### src/hw/rtl/dslc_pkg.sv
`default_nettype none
package dslc_pkg;

    localparam int HIDDEN_NEURONS_DEF = 32;

    localparam int SAMPLE_W = 16;
    localparam int WEIGHT_W = 16;
    localparam int WIDX_W   = 8;
    localparam int MEM_W    = 24;
    localparam int SCORE_W  = 32;
    localparam int CNT_W    = 19;
    localparam int WIN_W    = 11;
    localparam int LEAK_W   = 16;
    localparam int FTHR_W   = 23;

    localparam int APB_ADDR_W = 5;
    localparam int APB_DATA_W = 32;

    localparam logic [15:0]       RST_DELTA_THR = 16'd256;
    localparam logic [15:0]       RST_LEAK      = 16'd58982;
    localparam logic [FTHR_W-1:0] RST_FIRE_THR  = 23'd4096;
    localparam logic [WIN_W-1:0]  RST_INTERVAL  = 11'd200;
    localparam logic [CNT_W-1:0]  RST_IDLE_CNT  = 19'd0;

    typedef enum logic [1:0] {
        REQ_SAMPLE,
        REQ_IN_WEIGHT,
        REQ_FAULT_WEIGHT,
        REQ_NORMAL_WEIGHT
    } t_req_type;

    typedef enum logic [2:0] {
        REG_DELTA_THR,
        REG_LEAK,
        REG_FIRE_THR,
        REG_INTERVAL,
        REG_IDLE_CNT
    } t_reg_idx;

    typedef enum logic [1:0] {
        ST_IDLE,
        ST_ISSUE,
        ST_DRAIN,
        ST_DECIDE
    } t_state;

    typedef struct packed {
        logic [15:0]       delta_threshold;
        logic [LEAK_W-1:0] leak_factor;
        logic [FTHR_W-1:0] fire_threshold;
        logic [WIN_W-1:0]  decision_interval;
        logic [CNT_W-1:0]  idle_spike_count;
    } t_cfg;

    function automatic logic signed [SCORE_W-1:0] sat_add_score(
        input logic signed [SCORE_W-1:0] a,
        input logic signed [WEIGHT_W-1:0] b
    );
        logic signed [SCORE_W:0] s;
        logic signed [SCORE_W-1:0] r;
        s = {a[SCORE_W-1], a} + (SCORE_W+1)'(b);
        if (s[SCORE_W] != s[SCORE_W-1]) begin
            r = s[SCORE_W] ? {1'b1, {(SCORE_W-1){1'b0}}} : {1'b0, {(SCORE_W-1){1'b1}}};
        end else begin
            r = s[SCORE_W-1:0];
        end
        return r;
    endfunction

endpackage
`default_nettype wire

### src/hw/rtl/dslc_in_if.sv
`default_nettype none
interface dslc_in_if;
    import dslc_pkg::*;

    logic                       valid;
    logic                       ready;
    logic [1:0]                 req_type;
    logic signed [SAMPLE_W-1:0] sample;
    logic [WIDX_W-1:0]          weight_index;
    logic signed [WEIGHT_W-1:0] weight_value;

    modport source (
        output valid, req_type, sample, weight_index, weight_value,
        input  ready
    );
    modport sink (
        input  valid, req_type, sample, weight_index, weight_value,
        output ready
    );
endinterface
`default_nettype wire

### src/hw/rtl/dslc_out_if.sv
`default_nettype none
interface dslc_out_if;
    import dslc_pkg::*;

    logic                      valid;
    logic                      ready;
    logic                      status;
    logic                      idle_detected;
    logic [CNT_W-1:0]          spike_total;
    logic signed [SCORE_W-1:0] fault_score;
    logic signed [SCORE_W-1:0] normal_score;

    modport source (
        output valid, status, idle_detected, spike_total, fault_score, normal_score,
        input  ready
    );
    modport sink (
        input  valid, status, idle_detected, spike_total, fault_score, normal_score,
        output ready
    );
endinterface
`default_nettype wire

### src/hw/rtl/delta_spike_lif_classifier_core.sv
`default_nettype none
// A sample item occupies the block from the accepting cycle, through the neurons visited one per
// cycle through a single multiplier and the one read port of the membrane and weight memories,
// and a drain of the read and LIF registers, to a decision step. Weight writes are taken while
// idle, back to back. A decision result waits in an output register; if the previous result has
// not been taken when the next window closes, the block holds until it is. Membranes are cleared
// at reset and at each window end through per-neuron valid bits, so there is no clearing pass.
// Configuration is written through the APB port at byte address 4 * index.
module delta_spike_lif_classifier_core #(
    parameter int HIDDEN_NEURONS = dslc_pkg::HIDDEN_NEURONS_DEF
) (
    input  wire logic                             i_clk,
    input  wire logic                             i_rst_n,
    input  wire logic                             psel,
    input  wire logic                             penable,
    input  wire logic                             pwrite,
    input  wire logic [dslc_pkg::APB_ADDR_W-1:0]  paddr,
    input  wire logic [dslc_pkg::APB_DATA_W-1:0]  pwdata,
    output logic      [dslc_pkg::APB_DATA_W-1:0]  prdata,
    output logic                                  pready,
    dslc_in_if.sink                               i_req,
    dslc_out_if.source                            o_res
);
    import dslc_pkg::*;

    localparam int IDX_W = (HIDDEN_NEURONS > 1) ? $clog2(HIDDEN_NEURONS) : 1;

    t_cfg   w_cfg;
    t_state r_state;
    t_state n_state;

    logic signed [MEM_W-1:0]    r_mem_arr [HIDDEN_NEURONS];
    logic signed [WEIGHT_W-1:0] r_iw_arr  [HIDDEN_NEURONS];
    logic signed [WEIGHT_W-1:0] r_fw_arr  [HIDDEN_NEURONS];
    logic signed [WEIGHT_W-1:0] r_nw_arr  [HIDDEN_NEURONS];
    logic [HIDDEN_NEURONS-1:0]  r_mvld;

    logic [IDX_W-1:0]           r_idx;
    logic                       r_rd_vld;
    logic [IDX_W-1:0]           r_rd_idx;
    logic signed [MEM_W-1:0]    r_m_rd;
    logic                       r_mv_rd;
    logic signed [WEIGHT_W-1:0] r_iw_rd;
    logic signed [WEIGHT_W-1:0] r_fw_rd;
    logic signed [WEIGHT_W-1:0] r_nw_rd;
    logic signed [WEIGHT_W-1:0] r_fw_d;
    logic signed [WEIGHT_W-1:0] r_nw_d;

    logic                       r_spike;
    logic                       r_prev_vld;
    logic signed [SAMPLE_W-1:0] r_prev;
    logic [WIN_W-1:0]           r_win;
    logic [CNT_W-1:0]           r_cnt;
    logic signed [SCORE_W-1:0]  r_facc;
    logic signed [SCORE_W-1:0]  r_nacc;

    logic                       r_out_vld;
    logic                       r_out_status;
    logic                       r_out_idle;
    logic [CNT_W-1:0]           r_out_cnt;
    logic signed [SCORE_W-1:0]  r_out_fs;
    logic signed [SCORE_W-1:0]  r_out_ns;

    logic                       w_accept;
    logic                       w_is_sample;
    logic                       w_wr_ok;
    logic [IDX_W-1:0]           w_widx;
    logic signed [SAMPLE_W:0]   w_diff;
    logic [SAMPLE_W:0]          w_abs;
    logic                       w_issue;
    logic                       w_last;
    logic                       w_decide;
    logic                       w_load;
    logic [WIN_W-1:0]           w_win_inc;
    logic                       w_close;
    logic                       w_idle;
    logic                       w_out_take;

    logic                       w_lif_vld;
    logic [IDX_W-1:0]           w_lif_idx;
    logic signed [MEM_W-1:0]    w_lif_mem;
    logic                       w_lif_fire;

    dslc_apb_regs u_regs (
        .i_clk   (i_clk),
        .i_rst_n (i_rst_n),
        .psel    (psel),
        .penable (penable),
        .pwrite  (pwrite),
        .paddr   (paddr),
        .pwdata  (pwdata),
        .prdata  (prdata),
        .pready  (pready),
        .o_cfg   (w_cfg)
    );

    dslc_lif_unit #(
        .HIDDEN_NEURONS (HIDDEN_NEURONS)
    ) u_lif (
        .i_clk      (i_clk),
        .i_rst_n    (i_rst_n),
        .i_vld      (r_rd_vld),
        .i_idx      (r_rd_idx),
        .i_mem      (r_mv_rd ? r_m_rd : '0),
        .i_weight   (r_iw_rd),
        .i_spike    (r_spike),
        .i_leak     (w_cfg.leak_factor),
        .i_fire_thr (w_cfg.fire_threshold),
        .o_vld      (w_lif_vld),
        .o_idx      (w_lif_idx),
        .o_mem      (w_lif_mem),
        .o_fire     (w_lif_fire)
    );

    assign w_accept    = i_req.valid & i_req.ready;
    assign w_is_sample = (i_req.req_type == REQ_SAMPLE);
    assign w_wr_ok     = ({1'b0, i_req.weight_index} < (WIDX_W+1)'(HIDDEN_NEURONS));
    assign w_widx      = IDX_W'(i_req.weight_index);
    assign w_diff      = {i_req.sample[SAMPLE_W-1], i_req.sample} - {r_prev[SAMPLE_W-1], r_prev};
    assign w_abs       = w_diff[SAMPLE_W] ? (SAMPLE_W+1)'(-w_diff) : (SAMPLE_W+1)'(w_diff);
    assign w_last      = (r_idx == IDX_W'(HIDDEN_NEURONS - 1));
    assign w_win_inc   = r_win + WIN_W'(1);
    assign w_close     = (w_win_inc >= w_cfg.decision_interval);
    assign w_idle      = (r_cnt < w_cfg.idle_spike_count);
    assign w_out_take  = o_res.valid & o_res.ready;

    always_ff @(posedge i_clk) begin
        if (!i_rst_n) begin
            r_state <= ST_IDLE;
        end else begin
            r_state <= n_state;
        end
    end

    always_comb begin
        n_state     = r_state;
        i_req.ready = 1'b0;
        w_issue     = 1'b0;
        w_decide    = 1'b0;
        w_load      = 1'b0;
        unique case (r_state)
            ST_IDLE: begin
                i_req.ready = 1'b1;
                if (i_req.valid && w_is_sample) begin
                    n_state = ST_ISSUE;
                end
            end
            ST_ISSUE: begin
                w_issue = 1'b1;
                if (w_last) begin
                    n_state = ST_DRAIN;
                end
            end
            ST_DRAIN: begin
                if (!r_rd_vld && !w_lif_vld) begin
                    n_state = ST_DECIDE;
                end
            end
            ST_DECIDE: begin
                if (!w_close) begin
                    w_decide = 1'b1;
                    n_state  = ST_IDLE;
                end else if (!r_out_vld || o_res.ready) begin
                    w_decide = 1'b1;
                    w_load   = 1'b1;
                    n_state  = ST_IDLE;
                end
            end
            default: n_state = ST_IDLE;
        endcase
    end

    always_ff @(posedge i_clk) begin
        if (w_accept && !w_is_sample && w_wr_ok) begin
            unique case (i_req.req_type)
                REQ_IN_WEIGHT:     r_iw_arr[w_widx] <= i_req.weight_value;
                REQ_FAULT_WEIGHT:  r_fw_arr[w_widx] <= i_req.weight_value;
                REQ_NORMAL_WEIGHT: r_nw_arr[w_widx] <= i_req.weight_value;
                default: begin
                end
            endcase
        end
        if (w_lif_vld) begin
            r_mem_arr[w_lif_idx] <= w_lif_mem;
        end
    end

    always_ff @(posedge i_clk) begin
        if (w_issue) begin
            r_rd_idx <= r_idx;
            r_m_rd   <= r_mem_arr[r_idx];
            r_mv_rd  <= r_mvld[r_idx];
            r_iw_rd  <= r_iw_arr[r_idx];
            r_fw_rd  <= r_fw_arr[r_idx];
            r_nw_rd  <= r_nw_arr[r_idx];
        end
        if (r_rd_vld) begin
            r_fw_d <= r_fw_rd;
            r_nw_d <= r_nw_rd;
        end
        if (w_accept && w_is_sample) begin
            r_prev <= i_req.sample;
        end
        if (w_load) begin
            r_out_status <= w_idle || (r_nacc <= r_facc);
            r_out_idle   <= w_idle;
            r_out_cnt    <= r_cnt;
            r_out_fs     <= r_facc;
            r_out_ns     <= r_nacc;
        end
    end

    always_ff @(posedge i_clk) begin
        if (!i_rst_n) begin
            r_idx      <= '0;
            r_rd_vld   <= 1'b0;
            r_spike    <= 1'b0;
            r_prev_vld <= 1'b0;
            r_mvld     <= '0;
            r_win      <= '0;
            r_cnt      <= '0;
            r_facc     <= '0;
            r_nacc     <= '0;
            r_out_vld  <= 1'b0;
        end else begin
            r_rd_vld <= w_issue;
            if (w_accept && w_is_sample) begin
                r_spike    <= r_prev_vld && (w_abs > {1'b0, w_cfg.delta_threshold});
                r_prev_vld <= 1'b1;
                r_idx      <= '0;
            end else if (w_issue) begin
                r_idx <= r_idx + IDX_W'(1);
            end
            if (w_lif_vld) begin
                r_mvld[w_lif_idx] <= 1'b1;
                if (w_lif_fire) begin
                    r_facc <= sat_add_score(r_facc, r_fw_d);
                    r_nacc <= sat_add_score(r_nacc, r_nw_d);
                    if (r_cnt != '1) begin
                        r_cnt <= r_cnt + CNT_W'(1);
                    end
                end
            end
            if (w_decide) begin
                r_win <= w_close ? '0 : w_win_inc;
            end
            if (w_load) begin
                r_mvld <= '0;
                r_cnt  <= '0;
                r_facc <= '0;
                r_nacc <= '0;
            end
            if (w_load) begin
                r_out_vld <= 1'b1;
            end else if (w_out_take) begin
                r_out_vld <= 1'b0;
            end
        end
    end

    assign o_res.valid         = r_out_vld;
    assign o_res.status        = r_out_status;
    assign o_res.idle_detected = r_out_idle;
    assign o_res.spike_total   = r_out_cnt;
    assign o_res.fault_score   = r_out_fs;
    assign o_res.normal_score  = r_out_ns;
endmodule
`default_nettype wire

### src/hw/rtl/dslc_apb_regs.sv
`default_nettype none
module dslc_apb_regs (
    input  wire logic                             i_clk,
    input  wire logic                             i_rst_n,
    input  wire logic                             psel,
    input  wire logic                             penable,
    input  wire logic                             pwrite,
    input  wire logic [dslc_pkg::APB_ADDR_W-1:0]  paddr,
    input  wire logic [dslc_pkg::APB_DATA_W-1:0]  pwdata,
    output logic      [dslc_pkg::APB_DATA_W-1:0]  prdata,
    output logic                                  pready,
    output dslc_pkg::t_cfg                        o_cfg
);
    import dslc_pkg::*;

    t_cfg r_cfg;
    logic w_wr;
    logic [2:0] w_idx;

    assign pready = 1'b1;
    assign w_wr   = psel & penable & pwrite & pready;
    assign w_idx  = paddr[APB_ADDR_W-1:2];
    assign o_cfg  = r_cfg;

    always_ff @(posedge i_clk) begin
        if (!i_rst_n) begin
            r_cfg.delta_threshold   <= RST_DELTA_THR;
            r_cfg.leak_factor       <= RST_LEAK;
            r_cfg.fire_threshold    <= RST_FIRE_THR;
            r_cfg.decision_interval <= RST_INTERVAL;
            r_cfg.idle_spike_count  <= RST_IDLE_CNT;
        end else if (w_wr) begin
            unique case (w_idx)
                REG_DELTA_THR: r_cfg.delta_threshold   <= pwdata[15:0];
                REG_LEAK:      r_cfg.leak_factor       <= pwdata[LEAK_W-1:0];
                REG_FIRE_THR:  r_cfg.fire_threshold    <= pwdata[FTHR_W-1:0];
                REG_INTERVAL:  r_cfg.decision_interval <= pwdata[WIN_W-1:0];
                REG_IDLE_CNT:  r_cfg.idle_spike_count  <= pwdata[CNT_W-1:0];
                default: begin
                end
            endcase
        end
    end

    always_comb begin
        unique case (w_idx)
            REG_DELTA_THR: prdata = APB_DATA_W'(r_cfg.delta_threshold);
            REG_LEAK:      prdata = APB_DATA_W'(r_cfg.leak_factor);
            REG_FIRE_THR:  prdata = APB_DATA_W'(r_cfg.fire_threshold);
            REG_INTERVAL:  prdata = APB_DATA_W'(r_cfg.decision_interval);
            REG_IDLE_CNT:  prdata = APB_DATA_W'(r_cfg.idle_spike_count);
            default:       prdata = '0;
        endcase
    end
endmodule
`default_nettype wire

### src/hw/rtl/dslc_lif_unit.sv
`default_nettype none
module dslc_lif_unit #(
    parameter int HIDDEN_NEURONS = dslc_pkg::HIDDEN_NEURONS_DEF,
    localparam int IDX_W = (HIDDEN_NEURONS > 1) ? $clog2(HIDDEN_NEURONS) : 1
) (
    input  wire logic                                i_clk,
    input  wire logic                                i_rst_n,
    input  wire logic                                i_vld,
    input  wire logic [IDX_W-1:0]                    i_idx,
    input  wire logic signed [dslc_pkg::MEM_W-1:0]   i_mem,
    input  wire logic signed [dslc_pkg::WEIGHT_W-1:0] i_weight,
    input  wire logic                                i_spike,
    input  wire logic [dslc_pkg::LEAK_W-1:0]         i_leak,
    input  wire logic [dslc_pkg::FTHR_W-1:0]         i_fire_thr,
    output logic                                     o_vld,
    output logic [IDX_W-1:0]                         o_idx,
    output logic signed [dslc_pkg::MEM_W-1:0]        o_mem,
    output logic                                     o_fire
);
    import dslc_pkg::*;

    localparam int PROD_W = MEM_W + LEAK_W + 1;

    logic                       r_vld;
    logic [IDX_W-1:0]           r_idx;
    logic signed [PROD_W-1:0]   r_prod;
    logic signed [WEIGHT_W-1:0] r_w;
    logic signed [PROD_W-1:0]   w_prod;
    logic signed [MEM_W:0]      w_sum;
    logic signed [MEM_W-1:0]    w_sat;
    logic signed [MEM_W-1:0]    w_thr;

    assign w_prod = i_mem * $signed({1'b0, i_leak});

    always_ff @(posedge i_clk) begin
        if (!i_rst_n) begin
            r_vld <= 1'b0;
        end else begin
            r_vld <= i_vld;
        end
    end

    always_ff @(posedge i_clk) begin
        if (i_vld) begin
            r_idx  <= i_idx;
            r_prod <= w_prod;
            r_w    <= i_spike ? i_weight : '0;
        end
    end

    // The arithmetic shift of the product floors toward minus infinity.
    always_comb begin
        w_sum = $signed({r_prod[PROD_W-2], r_prod[PROD_W-2:LEAK_W]}) + (MEM_W+1)'(r_w);
        if (w_sum[MEM_W] != w_sum[MEM_W-1]) begin
            w_sat = w_sum[MEM_W] ? {1'b1, {(MEM_W-1){1'b0}}} : {1'b0, {(MEM_W-1){1'b1}}};
        end else begin
            w_sat = w_sum[MEM_W-1:0];
        end
        w_thr  = $signed({1'b0, i_fire_thr});
        o_fire = (w_sat >= w_thr);
        o_mem  = o_fire ? (w_sat - w_thr) : w_sat;
    end

    assign o_vld = r_vld;
    assign o_idx = r_idx;
endmodule
`default_nettype wire
### src/flat_wrapper.sv
// flat-port wrapper written by rule: the top's interface ports become plain ports
module delta_spike_lif_classifier_core_flat import dslc_pkg::*;
#(
    parameter int HIDDEN_NEURONS = dslc_pkg::HIDDEN_NEURONS_DEF
)
  (i_clk, i_rst_n, psel, penable, pwrite, paddr, pwdata, prdata, pready, i_req_valid, i_req_req_type, i_req_sample, i_req_weight_index, i_req_weight_value, i_req_ready, o_res_valid, o_res_status, o_res_idle_detected, o_res_spike_total, o_res_fault_score, o_res_normal_score, o_res_ready);
  dslc_in_if i_req_i ();
  dslc_out_if o_res_i ();
  input  wire logic i_clk;
  input  wire logic i_rst_n;
  input  wire logic psel;
  input  wire logic penable;
  input  wire logic pwrite;
  input  wire logic [dslc_pkg::APB_ADDR_W-1:0] paddr;
  input  wire logic [dslc_pkg::APB_DATA_W-1:0] pwdata;
  output logic      [dslc_pkg::APB_DATA_W-1:0] prdata;
  output logic pready;
  input wire logic [$bits(i_req_i.valid)-1:0] i_req_valid;
  input wire logic [$bits(i_req_i.req_type)-1:0] i_req_req_type;
  input wire logic [$bits(i_req_i.sample)-1:0] i_req_sample;
  input wire logic [$bits(i_req_i.weight_index)-1:0] i_req_weight_index;
  input wire logic [$bits(i_req_i.weight_value)-1:0] i_req_weight_value;
  output wire logic [$bits(i_req_i.ready)-1:0] i_req_ready;
  output wire logic [$bits(o_res_i.valid)-1:0] o_res_valid;
  output wire logic [$bits(o_res_i.status)-1:0] o_res_status;
  output wire logic [$bits(o_res_i.idle_detected)-1:0] o_res_idle_detected;
  output wire logic [$bits(o_res_i.spike_total)-1:0] o_res_spike_total;
  output wire logic [$bits(o_res_i.fault_score)-1:0] o_res_fault_score;
  output wire logic [$bits(o_res_i.normal_score)-1:0] o_res_normal_score;
  input wire logic [$bits(o_res_i.ready)-1:0] o_res_ready;
  assign i_req_i.valid = i_req_valid;
  assign i_req_i.req_type = i_req_req_type;
  assign i_req_i.sample = i_req_sample;
  assign i_req_i.weight_index = i_req_weight_index;
  assign i_req_i.weight_value = i_req_weight_value;
  assign i_req_ready = i_req_i.ready;
  assign o_res_valid = o_res_i.valid;
  assign o_res_status = o_res_i.status;
  assign o_res_idle_detected = o_res_i.idle_detected;
  assign o_res_spike_total = o_res_i.spike_total;
  assign o_res_fault_score = o_res_i.fault_score;
  assign o_res_normal_score = o_res_i.normal_score;
  assign o_res_i.ready = o_res_ready;
  delta_spike_lif_classifier_core #(.HIDDEN_NEURONS(HIDDEN_NEURONS)) u_core (.i_clk(i_clk), .i_rst_n(i_rst_n), .psel(psel), .penable(penable), .pwrite(pwrite), .paddr(paddr), .pwdata(pwdata), .prdata(prdata), .pready(pready), .i_req(i_req_i), .o_res(o_res_i));
endmodule
### config.mk
export PLATFORM = sky130hd
export DESIGN_NAME = delta_spike_lif_classifier_core_flat
export DESIGN_NICKNAME = d
export VERILOG_FILES = /design/src/hw/rtl/dslc_pkg.sv /design/src/hw/rtl/dslc_in_if.sv /design/src/hw/rtl/dslc_out_if.sv /design/src/hw/rtl/delta_spike_lif_classifier_core.sv /design/src/hw/rtl/dslc_apb_regs.sv /design/src/hw/rtl/dslc_lif_unit.sv /design/src/flat_wrapper.sv
export SDC_FILE = /design/constraint.sdc
export NUM_CORES = 2
export LEC_CHECK = 0
export ABC_AREA = 1
export BUFFER_PORTS_ARGS = -buffer_cell sky130_fd_sc_hd__buf_2
export CORE_ASPECT_RATIO = 1.75
export CORE_MARGIN = 2
export CORE_UTILIZATION = 30
export CTS_CLUSTER_DIAMETER = 200
export DETAILED_ROUTE_END_ITERATION = 8
export PLACE_DENSITY_LB_ADDON = 0.05
export RECOVER_POWER = 50
export SLEW_MARGIN = 20
export SYNTH_ARGS = -nofsm -noshare
export SYNTH_HDL_FRONTEND = slang
export SYNTH_SLANG_ARGS = --single-unit
### constraint.sdc
create_clock -name i_clk -period 9.3 [get_ports i_clk]
set_input_delay 0.465 -clock i_clk [delete_from_list [all_inputs] [get_ports i_clk]]
set_output_delay 0.465 -clock i_clk [all_outputs]
set_load 0.05 [all_outputs]
# After elaboration in Yosys (flattened, before gate mapping)
# Memories as Yosys holds them, arrays and structs flattened. A register that Yosys moved wholly into a read port is not among the register bits.
# Cells that the tools add are included.
[totals]
mem_count = 4
inputBits = 86
out_inout_bits = 120
ff_bits = 423
ramBits = 2304
[mem_list]
columns = ["memory", "depth", "word_bits", "read_ports", "rd_clocked_by_memory_dff", "write_ports", "line", "text"]
rows = [
  ["u_core.r_mem_arr", 32, 24, 1, 1, 1, "delta_spike_lif_classifier_core.sv:32", "logic signed [MEM_W-1:0] r_mem_arr [HIDDEN_NEURONS];"],
  ["u_core.r_fw_arr", 32, 16, 1, 1, 1, "delta_spike_lif_classifier_core.sv:34", "logic signed [WEIGHT_W-1:0] r_fw_arr [HIDDEN_NEURONS];"],
  ["u_core.r_iw_arr", 32, 16, 1, 1, 1, "delta_spike_lif_classifier_core.sv:33", "logic signed [WEIGHT_W-1:0] r_iw_arr [HIDDEN_NEURONS];"],
  ["u_core.r_nw_arr", 32, 16, 1, 1, 1, "delta_spike_lif_classifier_core.sv:35", "logic signed [WEIGHT_W-1:0] r_nw_arr [HIDDEN_NEURONS];"],
]
[op_classes]
n_lt_le_gt_ge = 9
n_addsub = 9
n_mux = 41
reduce_logical = 27
eq_ne = 19
mul = 1
n_bitwise = 6
[ops]
columns = ["cell", "count"]
rows = [
  ["32-bit 2-to-1 mux", 4],
  ["23-bit one-hot mux with 5 select lines", 1],
  ["24-bit 2-to-1 mux", 4],
  ["32-bit by 16-bit adder with 33-bit output", 2],
  ["24-bit by 17-bit multiplier with 40-bit output", 1],
  ["32-bit <= comparator", 1],
  ["32-bit bitwise OR", 1],
  ["24-bit by 16-bit adder with 25-bit output", 1],
  ["24-bit >= comparator", 1],
  ["24-bit subtractor", 1],
  ["1-bit 2-to-1 mux", 22],
  ["19-bit by 1-bit adder with 19-bit output (second input constant)", 1],
  ["19-bit < comparator", 1],
  ["19-bit != test (second input constant)", 1],
  ["17-bit by 16-bit > comparator with 1-bit output", 1],
  ["17-bit 2-to-1 mux", 1],
  ["17-bit negation", 1],
  ["16-bit by 16-bit subtractor with 17-bit output", 1],
  ["5-bit by 6-bit < comparator with 1-bit output (second input constant)", 2],
  ["2-bit AND reduction", 6],
  ["11-bit by 1-bit adder with 11-bit output (second input constant)", 1],
  ["11-bit >= comparator", 1],
  ["11-bit 2-to-1 mux", 1],
  ["2-bit 2-to-1 mux", 5],
  ["other kinds (26)", 50],
]

# Longest topological paths before layout
[depth]
ltp_word = 7
ltp_mapped = 33
ltp_nobuf = 30

# Cells and area by module
# From an unflattened synthesis, not the netlist that was laid out.
[unflattened]
cells_unflattened = 12727
hier_area_um2 = 134632.9
[modules_own_cells]
columns = ["mod", "seq_area_each_um2", "instances", "cells_per_inst", "area_each_um2"]
rows = [
  ["delta_spike_lif_classifier_core", 78265.1, 1, 9186, 110154.4],
  ["dslc_lif_unit", 1371.3, 1, 2863, 20085.5],
  ["dslc_apb_regs", 1701.6, 1, 678, 4393.0],
]

# Least setup slack after synthesis
# Ideal clock, no wire load.
[synth_path]
path_kind = "register to register"
from = "reg u_core.r_mv_rd"
to = "reg u_core.u_lif.r_prod[39], data pin"
setup_time_ns = 0.261
arrival_time_ns = 5.885
slack_ns = 3.154
stages_incl_launch_ff = 24
n_path_buf = 3
path_cell_list = "edfxtp_1 -> clkbuf_1 -> clkbuf_1 -> nand2_1 -> clkbuf_1 -> nor2_1 -> fa_1 -> inv_1 -> fa_1 -> inv_1 -> fa_1 -> fa_1 -> fa_1 -> inv_1 -> fa_1 -> inv_1 -> ha_1 -> nand2_1 -> nor2_1 -> inv_1 -> nor4_1 -> nand3_1 -> nand3_1 -> xor2_1"
[synth_via]
elab_chain_cells = 2
[synth_rtl]
columns = ["element", "line", "text"]
rows = [
  ["start, declared", "delta_spike_lif_classifier_core.sv:42", "logic r_mv_rd;"],
  ["start signal, assigned", "delta_spike_lif_classifier_core.sv:192", "r_mv_rd <= r_mvld[r_idx];"],
  ["24-bit 2-to-1 mux", "delta_spike_lif_classifier_core.sv:104", ".i_mem (r_mv_rd ? r_m_rd : '0),"],
  ["24-bit by 17-bit multiplier with 40-bit output", "dslc_lif_unit.sv:33", "assign w_prod = i_mem * $signed({1'b0, i_leak});"],
  ["net u_core.u_lif.w_prod[39]", "dslc_lif_unit.sv:28", "logic signed [PROD_W-1:0] w_prod;"],
  ["end signal, assigned", "dslc_lif_unit.sv:46", "r_prod <= w_prod;"],
  ["end, declared", "dslc_lif_unit.sv:26", "logic signed [PROD_W-1:0] r_prod;"],
]
# The timed path passes the listed nets, and every way through them passes these cells.
# A chain may end at the register's enable or synchronous reset.

# Worst setup path in the final report
[layout_path]
from = "reg u_core.u_lif.r_w[5]"
to = "reg u_core.r_facc[19]"
[layout_via]
elab_chain_cells = 5
elab_cells_between_ends = 6
cone_classes = "add/sub (1); order compare (1); eq/ne (1); mux (2); reduce/logical (1)"
[layout_rtl]
columns = ["element", "line", "text"]
rows = [
  ["start, declared", "dslc_lif_unit.sv:27", "logic signed [WEIGHT_W-1:0] r_w;"],
  ["start signal, assigned", "dslc_lif_unit.sv:47", "r_w <= i_spike ? i_weight : '0;"],
  ["24-bit by 16-bit adder with 25-bit output *", "dslc_lif_unit.sv:53", "w_sum = $signed({r_prod[PROD_W-2], r_prod[PROD_W-2:LEAK_W]}) + (MEM_W+1)'(r_w);"],
  ["24-bit 2-to-1 mux or 1-bit != test (tied branches)", "dslc_lif_unit.sv:55, dslc_lif_unit.sv:54", ""],
  ["24-bit 2-to-1 mux *", "dslc_lif_unit.sv:54", "if (w_sum[MEM_W] != w_sum[MEM_W-1]) begin"],
  ["24-bit >= comparator *", "dslc_lif_unit.sv:60", "o_fire = (w_sat >= w_thr);"],
  ["2-bit AND reduction (no source line) *", "-", ""],
  ["end signal, assigned", "delta_spike_lif_classifier_core.sv:237", "r_facc <= sat_add_score(r_facc, r_fw_d);"],
  ["end, declared", "delta_spike_lif_classifier_core.sv:54", "logic signed [SCORE_W-1:0] r_facc;"],
]
# Every way passes the cells marked *; elsewhere a longest branch is shown, timed or not.

==> results.toml <==
[run_status]
status = "complete, but fails checks"
violations = "max-capacitance violations, max-slew violations"

[clocking]
cts_root_buf = "clkbuf_16"
clockBufferDepth = 4
numCtsBuffers = 295
cts_resized = 0
cts_tree = "done"
htree_levels = 5
clk_pin_slew_ns = 0.06
clk_latency_ns = 0.94
cts_sinks = 2783

[floorplanning]
start_util = 0.301
chipWidth_um = 504
rows = 321
die_h_um = 879
die_area_mm2 = 0.443
core_area_mm2 = 0.436
ioPinCount = 206

[placement]
gp_congestion = 0.860
port_buffers = 184
dp_hpwl_um = 314000

[sta]
fin_tns_setup_ns = 0
period_share = 0.793
skew_ns = 0.100
min_period_ns = 7.37
rsz0062_at_grt = "no"
drv_slew = 2671
finalSetupViolations = 0
hold_viol = 0
fmax_mhz = 136
tightest_slew_ns = 4.55
slew_headroom = -2.03

[critical_path]
start_kind = "flip-flop"
path_class = "reg2reg"
path_common_cell = "nand2_1"
crit_end = "u_core.r_facc[19]$_SDFFE_PP0P_"
cp.depth = 27
max_stage_delay_ns = 0.58
worstPathArrival_ns = 8.13
reg2reg_depth = 27
crit_buf_inv = 3
path_max_fanout = 72
rr_startpoint = "u_core.u_lif.r_w[5]$_SDFFCE_PN0P_"
endpoint_kind = "flip-flop"
timing.rr.end = "u_core.r_facc[19]$_SDFFE_PP0P_"
timing.critical_path.max_delay_family = "simple AND/OR/NAND/NOR gates"
slowest_stage = "inv_2"
cp.required_ns = 10.06
crit_path_start = "u_core.u_lif.r_w[5]$_SDFFCE_PN0P_"
rrSetupSlack_ns = 1.93

[grt]
met2_usage = 0.411
antenna_found_initial = 23
overflow = 0
grt_pass1_vias = 93800
grt_usage = 0.215
grt_max_degree = 163
grt_pass1_wl_um = 692000
grt_use_met1 = 0.241
top_usage_layer = "met2"
grtUsageMet3 = 0.0211

[logic_synthesis]
synth-edff-count = 2560
async_flop_share = 0
syn_avg_cell_area_um2 = 11.1
synth_area_mm2 = 0.131
synth_seq_cells = 2783
synthCells = 11800
seq_area_frac_synth = 0.620
netlist.top_cell.by_area = "edfxtp_1"
ys_warn_count = 0
synth.top_cell.area_share = 0.586
synthFlopType = "edfxtp_1"
ys_types = 61
yosys-top-cells-area = "edfxtp_1, o21ai_0, fa_1"

[routing]
via_per_inst = 5.07
antenna_left = 0
first_pass_iters = 5
wl_um = 488000
num_vias = 91400
drt_iter0_markers = 6047
drc = 0
routedWlPerCell_um = 27.0

[cells_and_area]
multiInputGateArea_mm2 = 0.0443
areaGrowthSynthToFinish_pct = 13.6
layout_common_cells = "edfxtp_1, nor2_1, o21ai_0"
post_route_cells_drive_above_1_share = 0.0721
final_nets = 12800
fill_cells = 43600
ff_latch_area_mm2 = 0.0814
final_common_cell = "edfxtp_1"

[run]
maxCapViolations = 71

[worst_hold_path]
hp-class = "in2reg"
-- metrics by stage --
step	area, um2	cells	util	hold WS (ns)	setup slack (ns)
2_1_floorplan	131000	11800	-	0.400	3.15
6_report	149000	18000	0.342	0.0896	1.93
5_1_grt	149000	18000	0.342	0.0661	1.14
3_5_place_dp	140000	17400	0.321	0.405	1.65
4_1_cts	149000	18000	0.343	0.00767	1.66
3_3_place_gp	140000	17400	0.320	0.401	1.80
-- Yosys cell counts, drive strengths merged (3+ instances only) --
cell type	number
a221o	4
o22ai	563
o221ai	69
a221oi	14
xnor2	46
nor4	21
o221a	7
nand3	196
o32ai	11
nor3b	3
nor3	66
dfxtp	223
fa	375
nand2	1391
nor2	1964
a31oi	40
inv	944
o21a	15
a41oi	3
nand4	49
o21bai	21
buf	157
clkbuf	485
a21o	27
a21boi	4
o211ai	17
a311oi	13
ha	311
or2	11
o2111ai	8
nand3b	11
edfxtp	2560
o21ai	1616
a21oi	445
clkinv	11
a211oi	6
and2	4
xor2	97
o31ai	20
-- layer usage --
layer | vias to the layer above | part of all wire
met3 | 712 | 0.036
met1 | 46700 | 0.38
met2 | 2205 | 0.54
met5 | - | 0.000082
met4 | 6 | 0.048
li1 | 41800 | -
-- worst min-delay path: stages --
cell	delay [ns]
buf_2	0.08
nor2_1	0.12
nand2_1	0.15
a31oi_1	0.09
-- worst min path at each step --
stage | cells past startpoint | end | slack [ns] | from
finish | 4 | u_core.r_win[0]$_SDFFE_PN0P_ | 0.09 | o_res_ready
global route | 4 | u_core.r_win[0]$_SDFFE_PN0P_ | 0.07 | o_res_ready
CTS | 4 | u_core.r_win[0]$_SDFFE_PN0P_ | 0.008 | o_res_ready
detailed placement | 0 | u_core.r_nw_d[7]$_DFFE_PP_ | 0.40 | u_core.r_nw_rd[7]$_DFFE_PP_
global placement | 0 | u_core.u_lif.o_idx[0]$_DFFE_PP_ | 0.40 | u_core.r_rd_idx[0]$_DFFE_PP_
floorplan | 0 | u_core.r_fw_d[0]$_DFFE_PP_ | 0.40 | u_core.r_fw_rd[0]$_DFFE_PP_
-- cell families after synthesis --
kind of cell	Yosys count	synth area share
simple gates	3718	0.112
buf+inv	1597	0.0477
fa+ha+maj	686	0.0869
xor+xnor	143	0.00961
flops	2783	0.620
other cells	2	0.0000573
compound gates	2908	0.124
-- flip-flops by register name, indices dropped and copies added, names as in the netlist, 19 cells and up --
register                   flops
u_core.r_mem_arr             768
u_core.u_lif.r_prod           24
u_core.o_res.normal_score     32
u_core.r_m_rd                 24
u_core.r_cnt                  19
u_core.r_iw_arr              512
u_core.o_res.fault_score      32
u_core.o_res.spike_total      19
u_core.r_nw_arr              512
u_core.r_nacc                 32
u_core.r_mvld                 32
u_core.u_regs.o_cfg           85
u_core.r_fw_arr              512
u_core.r_facc                 32
-- layout make-up --
type | count | share of cell area
Multi-Input combinational cell | 7465 | 0.298
Tap cell | 5814 | 0.0488
Timing Repair Buffer | 479 | 0.0207
Sequential cell | 2783 | 0.546
Clock buffer | 374 | 0.0529
Clock inverter | 142 | 0.00910
Inverter | 955 | 0.0244
Antenna cell | 14 | 0.000235
-- repair_timing --
| action | CTS | global route |
|---|---|---|
| setup buffers | 0 | 0 |
| hold endpoints to repair | 345 | 0 |
| hold buffers | 51 | 0 |
Power is left out: the tool's default activity adds up to more than one toggle a clock period on the data nets, which glitch-free logic cannot reach.
